$ cat src/hw/rtl/etrs_pkg.sv
// Shared types, constants and fixed-point helpers for the Euler TRS matrix builder.
// No dependencies; every other file of the block refers to it by scoped names.
`default_nettype none

package etrs_pkg;

   typedef struct packed {
      logic signed [31:0] trans_x;
      logic signed [31:0] trans_y;
      logic signed [31:0] trans_z;
      logic signed [31:0] angle_x;
      logic signed [31:0] angle_y;
      logic signed [31:0] angle_z;
      logic signed [31:0] scale_x;
      logic signed [31:0] scale_y;
      logic signed [31:0] scale_z;
   } req_type;

   typedef struct packed {
      logic signed [31:0] m00;
      logic signed [31:0] m01;
      logic signed [31:0] m02;
      logic signed [31:0] m10;
      logic signed [31:0] m11;
      logic signed [31:0] m12;
      logic signed [31:0] m20;
      logic signed [31:0] m21;
      logic signed [31:0] m22;
      logic signed [31:0] col3_x;
      logic signed [31:0] col3_y;
      logic signed [31:0] col3_z;
   } rsp_type;

   // Angle reduction constants (degrees in Q16.16).
   localparam logic [25:0] TURN_Q16    = 26'd23592960;
   localparam logic [22:0] QUARTER_Q16 = 23'd5898240;
   localparam logic [19:0] WRAP_OFFSET = 20'd524288;   // 2^31 mod one turn
   localparam logic [15:0] TURN_RECIP  = 16'd46603;    // floor(2^40 / turn)
   localparam logic [31:0] PI_Q30      = 32'hC90FDAA2;
   localparam logic [31:0] RECIP_45    = 32'd3054198966; // floor(2^37 / 45)
   localparam logic [5:0]  DIV_45      = 6'd45;

   localparam int CORDIC_STEPS = 30;
   localparam int PREP_LAT     = 6;
   localparam int CORDIC_LAT   = CORDIC_STEPS + 1;
   localparam int MATRIX_LAT   = 5;
   localparam int SIDE_LAT     = PREP_LAT + CORDIC_LAT;
   localparam int TOTAL_LAT    = SIDE_LAT + MATRIX_LAT;

   localparam logic signed [33:0] CORDIC_GAIN = 34'sd652032874;

   function automatic logic signed [33:0] atan_q30(input logic [4:0] idx);
      logic signed [33:0] v;
      unique case (idx)
         5'd0:  v = 34'sh3243F6A8;
         5'd1:  v = 34'sh1DAC6705;
         5'd2:  v = 34'sh0FADBAFC;
         5'd3:  v = 34'sh07F56EA6;
         5'd4:  v = 34'sh03FEAB76;
         5'd5:  v = 34'sh01FFD55B;
         5'd6:  v = 34'sh00FFFAAA;
         5'd7:  v = 34'sh007FFF55;
         5'd8:  v = 34'sh003FFFEA;
         5'd9:  v = 34'sh001FFFFD;
         5'd10: v = 34'sh000FFFFF;
         5'd11: v = 34'sh0007FFFF;
         5'd12: v = 34'sh0003FFFF;
         5'd13: v = 34'sh0001FFFF;
         5'd14: v = 34'sh0000FFFF;
         5'd15: v = 34'sh00007FFF;
         5'd16: v = 34'sh00003FFF;
         5'd17: v = 34'sh00001FFF;
         5'd18: v = 34'sh00000FFF;
         5'd19: v = 34'sh000007FF;
         5'd20: v = 34'sh000003FF;
         5'd21: v = 34'sh000001FF;
         5'd22: v = 34'sh000000FF;
         5'd23: v = 34'sh0000007F;
         5'd24: v = 34'sh0000003F;
         5'd25: v = 34'sh0000001F;
         5'd26: v = 34'sh0000000F;
         5'd27: v = 34'sh00000008;
         5'd28: v = 34'sh00000004;
         5'd29: v = 34'sh00000002;
         default: v = 34'sh00000000;
      endcase
      return v;
   endfunction

   // Q2.30 product, rounded half up by adding 2^29 and flooring.
   function automatic logic signed [33:0] mul_q30(input logic signed [33:0] a,
                                                  input logic signed [33:0] b);
      logic signed [67:0] p;
      p = 68'(a) * 68'(b) + 68'sd536870912;
      return p[63:30];
   endfunction

endpackage

`default_nettype wire

$ cat src/hw/rtl/etrs_angle_prep.sv
// Angle reduction: wraps a Q16.16 degree angle into one turn, splits off the
// quadrant and converts the remainder to Q2.30 radians. Uses etrs_pkg.
`default_nettype none

module etrs_angle_prep (
   input  wire logic               clock,
   input  wire logic               advance,
   input  wire logic signed [31:0] angle,
   output logic              [1:0] quad,
   output logic             [30:0] theta
);

   logic [31:0] u1_ff;
   logic [7:0]  qe1_ff;
   logic [24:0] r2_ff;
   logic [1:0]  q3_ff, q4_ff, q5_ff, q6_ff;
   logic [22:0] f3_ff;
   logic [36:0] t4_ff, t5_ff;
   logic [31:0] est5_ff;
   logic [30:0] z6_ff;

   logic [31:0] u1_in;
   logic [47:0] qprod;
   logic [32:0] ra, rb;
   logic signed [26:0] rc;
   logic [24:0] r2_in;
   logic [1:0]  q3_in;
   logic [22:0] f3_in;
   logic [54:0] pprod;
   logic [63:0] eprod;
   logic [36:0] rem;
   logic [30:0] z6_in;

   always_comb begin
      // Offset by 2^31 so the reduction works on an unsigned value.
      u1_in = {~angle[31], angle[30:0]};
      qprod = 48'(u1_in) * 48'(etrs_pkg::TURN_RECIP);

      ra = {1'b0, u1_ff} - 33'(qe1_ff) * 33'(etrs_pkg::TURN_Q16);
      rb = (ra >= 33'(etrs_pkg::TURN_Q16)) ? ra - 33'(etrs_pkg::TURN_Q16) : ra;
      rc = $signed({1'b0, rb[25:0]}) - $signed(27'(etrs_pkg::WRAP_OFFSET));
      if (rc < 0) begin
         rc = rc + $signed(27'(etrs_pkg::TURN_Q16));
      end
      r2_in = rc[24:0];

      if (r2_ff >= 25'(3) * 25'(etrs_pkg::QUARTER_Q16)) begin
         q3_in = 2'd3;
      end else if (r2_ff >= 25'(2) * 25'(etrs_pkg::QUARTER_Q16)) begin
         q3_in = 2'd2;
      end else if (r2_ff >= 25'(etrs_pkg::QUARTER_Q16)) begin
         q3_in = 2'd1;
      end else begin
         q3_in = 2'd0;
      end
      f3_in = 23'(r2_ff - 25'(q3_in) * 25'(etrs_pkg::QUARTER_Q16));

      pprod = 55'(f3_ff) * 55'(etrs_pkg::PI_Q30);
      eprod = 64'(t4_ff[36:5]) * 64'(etrs_pkg::RECIP_45);

      // The estimate is low by at most two; one look at the remainder fixes it.
      rem = t5_ff - 37'(est5_ff) * 37'(etrs_pkg::DIV_45);
      if (rem >= 37'(2) * 37'(etrs_pkg::DIV_45)) begin
         z6_in = 31'(est5_ff) + 31'd2;
      end else if (rem >= 37'(etrs_pkg::DIV_45)) begin
         z6_in = 31'(est5_ff) + 31'd1;
      end else begin
         z6_in = 31'(est5_ff);
      end
   end

   always_ff @(posedge clock) begin
      if (advance) begin
         u1_ff   <= u1_in;
         qe1_ff  <= qprod[47:40];
         r2_ff   <= r2_in;
         q3_ff   <= q3_in;
         f3_ff   <= f3_in;
         q4_ff   <= q3_ff;
         t4_ff   <= pprod[54:18];
         q5_ff   <= q4_ff;
         t5_ff   <= t4_ff;
         est5_ff <= eprod[63:32];
         q6_ff   <= q5_ff;
         z6_ff   <= z6_in;
      end
   end

   assign quad  = q6_ff;
   assign theta = z6_ff;

endmodule

`default_nettype wire

$ cat config.mk
export PLATFORM = sky130hd
export DESIGN_NAME = etrs_angle_prep
export DESIGN_NICKNAME = d
export VERILOG_FILES = /design/src/hw/rtl/etrs_pkg.sv /design/src/hw/rtl/etrs_angle_prep.sv
export SDC_FILE = /design/constraint.sdc
export NUM_CORES = 2
export LEC_CHECK = 0
export ABC_CLOCK_PERIOD_IN_PS = 13100
export BUFFER_PORTS_ARGS = -buffer_cell sky130_fd_sc_hd__buf_2
export CORE_MARGIN = 5
export CORE_UTILIZATION = 37
export DETAILED_ROUTE_END_ITERATION = 10
export SYNTH_ARGS = -nofsm -noshare
export SYNTH_HDL_FRONTEND = slang
export SYNTH_SLANG_ARGS = --single-unit
$ cat constraint.sdc
create_clock -name clock -period 13.1 [get_ports clock]
set_input_delay 1.31 -clock clock [delete_from_list [all_inputs] [get_ports clock]]
set_output_delay 1.31 -clock clock [all_outputs]
set_load 0.01 [all_outputs]
* After elaboration in Yosys (flattened, before gate mapping)
Index checks and enable logic that the tools add are counted.
Operators by class: muxes and demuxes 7, add/sub/neg operators 8, $mul 6, order comparisons 7, bitwise gates (word level) 1
Operator list (number):
- multiplier 32 x 31 -> 63 bit (second input constant) | 1
- 2-to-1 mux 31 bit | 2
- multiplier 23 x 31 -> 54 bit (second input constant) | 1
- multiplier 32 x 16 -> 48 bit (second input constant) | 1
- >= comparator 37 x 6 -> 1 bit (second input constant) | 1
- >= comparator 37 x 7 -> 1 bit (second input constant) | 1
- multiplier 32 x 6 -> 37 bit (second input constant) | 1
- subtractor 37 bit | 1
- >= comparator 33 x 25 -> 1 bit (second input constant) | 1
- subtractor 32 x 33 -> 33 bit | 1
- adder 31 x 1 -> 31 bit (second input constant) | 1
- adder 31 x 2 -> 31 bit (second input constant) | 1
- less-than comparator 27 x 1 -> 1 bit (second input constant) | 1
- subtractor 26 x 20 -> 27 bit (second input constant) | 1
- 2-to-1 mux 26 bit | 1
- subtractor 26 x 25 -> 26 bit (second input constant) | 1
- adder 25 bit (second input constant) | 1
- >= comparator 25 x 23 -> 1 bit (second input constant) | 1
- >= comparator 25 x 24 -> 1 bit (second input constant) | 1
- >= comparator 25 bit (second input constant) | 1
- 2-to-1 mux 25 bit | 1
- subtractor 23 bit | 1
- multiplier 8 x 6 -> 14 bit (second input constant) | 1
- multiplier 2 x 6 -> 6 bit (second input constant) | 1
- other kinds (3) | 4
Storage, ports and cells: register bits 233, bits of input ports 34, output and inout port bits 33, logic and storage cells 41

* Logic depth before layout (Yosys ltp)
depth in word-level cells 7, mapped depth 31, mapped depth without buffers 31

* Worst setup path before layout
Ideal clock, no wire load.
kind reg-to-reg, start point reg t4_ff[11], end point reg est5_ff[26] (data pin), buffers on the path 0, cell stages (with the launch flop) 26, clock period less this slack 7.317 ns, library setup time 0.258 ns, arrival time 7.060 ns, path slack 5.783 ns, required time 12.842 ns, cell sequence edfxtp_1 ha_1 inv_1 fa_1 fa_1 inv_1 fa_1 fa_1 inv_1 fa_1 inv_1 fa_1 inv_1 fa_1 inv_1 ha_1 inv_1 o21ai_0 and2_1 o311a_1 nor4bb_1 nor2_1 o21ai_0 o221a_2 a21oi_1 xnor2_1
Between the ends: word-level cells in the longest chain between the ends 1
Ends and longest elaborated chain:
- start, declared | line etrs_angle_prep.sv:18 | logic [36:0] t4_ff, t5_ff;
- start signal, assigned | line etrs_angle_prep.sv:80 | t4_ff <= pprod[54:18];
- multiplier 32 x 31 -> 63 bit | line etrs_angle_prep.sv:59 | eprod = 64'(t4_ff[36:5]) * 64'(etrs_pkg::RECIP_45);
- net eprod[58] | line etrs_angle_prep.sv:30 | logic [63:0] eprod;
- end signal, assigned | line etrs_angle_prep.sv:83 | est5_ff <= eprod[63:32];
- end, declared | line etrs_angle_prep.sv:19 | logic [31:0] est5_ff;
The timed path passes the listed nets, and every way through them passes these cells. A chain may end at the register's enable or synchronous reset.

* Worst setup path after layout
start point reg t4_ff[22], end point reg est5_ff[26] (data pin)
The elaborated chain is that of the path after synthesis.

==> impl_metrics.py <==
metrics = {
    "floorplan": {
        "ios": 67,
        "core_region_area_sq_um": 129300,
        "dieArea_sq_um": 137300,
        "initial_core_util": 0.3720,
        "die_w_um": 370.6,
        "num_rows": 132,
        "die_h_um": 370.6,
    },
    "clocking": {
        "clock_path_buffers": 3,
        "post_cts_buffers": 0,
        "cts_inserted_buffers": 34,
        "clock-root-buffer": "clkbuf_16",
        "clk_latency_ps": 580,
        "cts_sinks": 233,
        "cts_htree_levels": 2,
        "ctsHoldBuffers": 0,
        "cts-resized-gates": 0,
        "cts_tree": "done",
        "path_clk_slew_ps": 60,
    },
    "yosys": {
        "ys_seq_area_frac": 0.1454,
        "synth_xor_area_frac": 0.03022,
        "avgSynthCellArea_sq_um": 10.87,
        "synth_flop_cell": "edfxtp_1",
        "synth_seq_cells": 233,
        "synth_compound_area_frac": 0.06796,
        "synth_top_cell_by_area": "fa_1",
        "synth_most_common_cell": "inv_1",
        "synthesis.area_sq_um": 48110,
        "synthSimpleGateAreaFrac": 0.05280,
        "yosys.area_share.adder": 0.6013,
        "yosysUniqueCellTypes": 86,
        "yosys_warnings": 0,
        "synth_top_area_share": 0.3641,
        "synthTopCellsByCount": "inv_1 (1207), ha_1 (912), fa_1 (875), edfxtp_1 (233), a21oi_1 (138)",
        "muxShareOfSynthArea": 0.004499,
        "netlist_instances": 4426,
        "synth_top_family_by_area": "adder cells",
        "synth_edf_count": 233,
        "async_reset_ff_frac": 0,
        "synth_nets": 6247,
        "ys_top_cells_by_area": "fa_1 (36%), ha_1 (24%), edfxtp_1 (15%)",
    },
    "finish": {
        "area_growth_pct": 7.324,
        "drive_gt1_frac": 0.03733,
        "diodes": 0,
        "nets": 6325,
    },
    "worst_hold_path": {
        "worst_hold_path_type": "register to register",
    },
    "route": {
        "ant_nets": 0,
        "drtIter0Drc": 1606,
        "via_per_inst": 4.850,
        "first_pass_iters": 5,
        "vias": 30400,
        "drc": 0,
        "wl_per_cell_um": 18.98,
        "wirelength_um": 119000,
    },
    "grt": {
        "overflow": 0,
        "grt_use_total": 0.1790,
        "grt_pass1_vias": 33480,
        "grt_antenna_before_repair": 0,
        "grt_start_max_net_pins": 92,
        "grt_pass1_wl_um": 191200,
    },
    "worst_setup_path": {
        "arrival_ps": 8820,
        "cp_slowest_cell": "nor4bb_1",
        "crit_path_frequent_cell": "fa_1",
        "crit_required_ps": 13420,
        "path_cells": "ha_1 -> inv_1 -> fa_1 -> inv_1 -> fa_1 -> fa_1 -> fa_1 -> fa_1 -> fa_1 -> inv_1 -> fa_1 -> inv_1 -> ha_1 -> o21ai_0 -> nand2b_1 -> o2111a_1 -> a21o_1 -> o311a_1 -> nor4bb_1 -> nor2_1 -> o21ai_0 -> o221a_2 -> a21oi_1 -> xnor2_1",
        "crit_fanout": 6,
        "slowest_delay_ps": 730,
        "timing.critical_path.to_type": "register",
        "cp-start-kind": "register",
        "crit_type": "register to register",
    },
    "timing": {
        "maxSlewViolCount": 0,
        "tns_ps": 0,
        "rsz0062_at_grt": "no",
        "finalSetupViolations": 0,
        "tightest_slew_ps": 1057,
        "hold_ws_ps": 415.1,
        "max_freq_mhz": 117.5,
        "min_period_ps": 8507,
        "skew_ps": 32.93,
        "hold_violations": 0,
        "relSlewSlack": 0.2860,
        "finalCritPeriodShare": 0.6494,
    },
    "placement": {
        "portBuffers": 66,
        "dp_hpwl_um": 105200,
        "gp_congestion": 0.9215,
    },
    "flow_run": {
        "cap_viol_max_count": 0,
    },
    "run_status": {
        "status": "completed",
    },
}
-- metrics by stage --
stage               setup WS, ps  area (sq um)  std cells  utilization
global placement            4664         50500       6210       0.3905
global route                4069         51630       6269       0.3993
detailed placement          4562         50500       6210       0.3905
CTS                         4561         51630       6269       0.3993
floorplan                   5783         48110       4426            -
finish                      4593         51630       6269       0.3993
-- area by class of cell --
cell class | instances | area, sq um
fillers | 12520 | 77690
multi-input cells | 2956 | 36410
flip-flops and latches | 233 | 6997
inverters | 1207 | 4531
well taps | 1742 | 2180
clock buffers | 36 | 879.6
repair buffers | 72 | 385.4
clock inverters | 23 | 252.7
-- kinds of logic after synthesis --
| kind of cell | count (synthesis) |
|---|---|
| adders and majority gates | 1787 |
| buffers and inverters | 1237 |
| AOI/OAI and AO/OA | 501 |
| and+or+nand+nor | 481 |
| DFF | 233 |
| xor gates and xnor gates | 166 |
| muxes | 21 |
-- critical path: cells and delay by family, from the launching register on --
family                     cells  cell delay (ps)
buffers and inverters          4              310
adders and majority gates      9             4510
AOI/OAI and AO/OA              7             1700
xor gates and xnor gates       1              120
and+or+nand+nor                3             1030
DFF                            1              570
-- cells in the final DEF (no fill, tap or decap), types with 11 or more instances in the layout --
cell       netlist  layout
nor2_1          89      89
clkbuf_16        0      35
and3_1          24      24
o211ai_1        20      20
a211oi_1        24      24
nand2_1        104     104
nand2b_1        20      20
edfxtp_1       233     233
nor3_1          32      32
xor2_1          76      76
nor2b_1         26      26
a21o_1          86      86
or3_1           11      11
a21oi_1        138     138
nand3_1         47      47
mux2i_1         19      19
buf_2            6      65
inv_1         1207    1207
ha_1           912     912
xnor2_1         90      90
and2_1          20      20
fa_1           875     875
nand4_1         44      44
o21ai_0         99      99
a31oi_1         17      17
o21a_1          16      16
nor3b_1         11      11
-- state kept, by name, summed over array words and instances (netlist names), 8 cells and up --
register  cells
est5_ff      32
f3_ff        23
qe1_ff        8
r2_ff        25
t4_ff        37
t5_ff        37
theta        31
u1_ff        32
-- layer usage --
metal / routed length (um) / global-route usage / up-vias
met5: 0 / 0 / -
met4: 3351 / 0.04494 / 0
met3: 4010 / 0.01787 / 154
met2: 59590 / 0.3164 / 593
met1: 52050 / 0.2362 / 15250
li1: - / - / 14400
-- path summary, 6_finish.rpt --
| check | startpoint | end | slack, ps | cells past startpoint |
|---|---|---|---|---|
| hold / removal | r2_ff[8]$_DFFE_PP_ | f3_ff[8]$_DFFE_PP_ | 420 | 0 |
| setup reg to reg | t4_ff[22]$_DFFE_PP_ | est5_ff[26]$_DFFE_PP_ | 4590 | 24 |
| setup / recovery | t4_ff[22]$_DFFE_PP_ | est5_ff[26]$_DFFE_PP_ | 4590 | 24 |
| hold reg to reg | r2_ff[8]$_DFFE_PP_ | f3_ff[8]$_DFFE_PP_ | 420 | 0 |
Power is not shown: default switching activity piles up to over one toggle a cycle in this logic, so the estimate is an artifact.
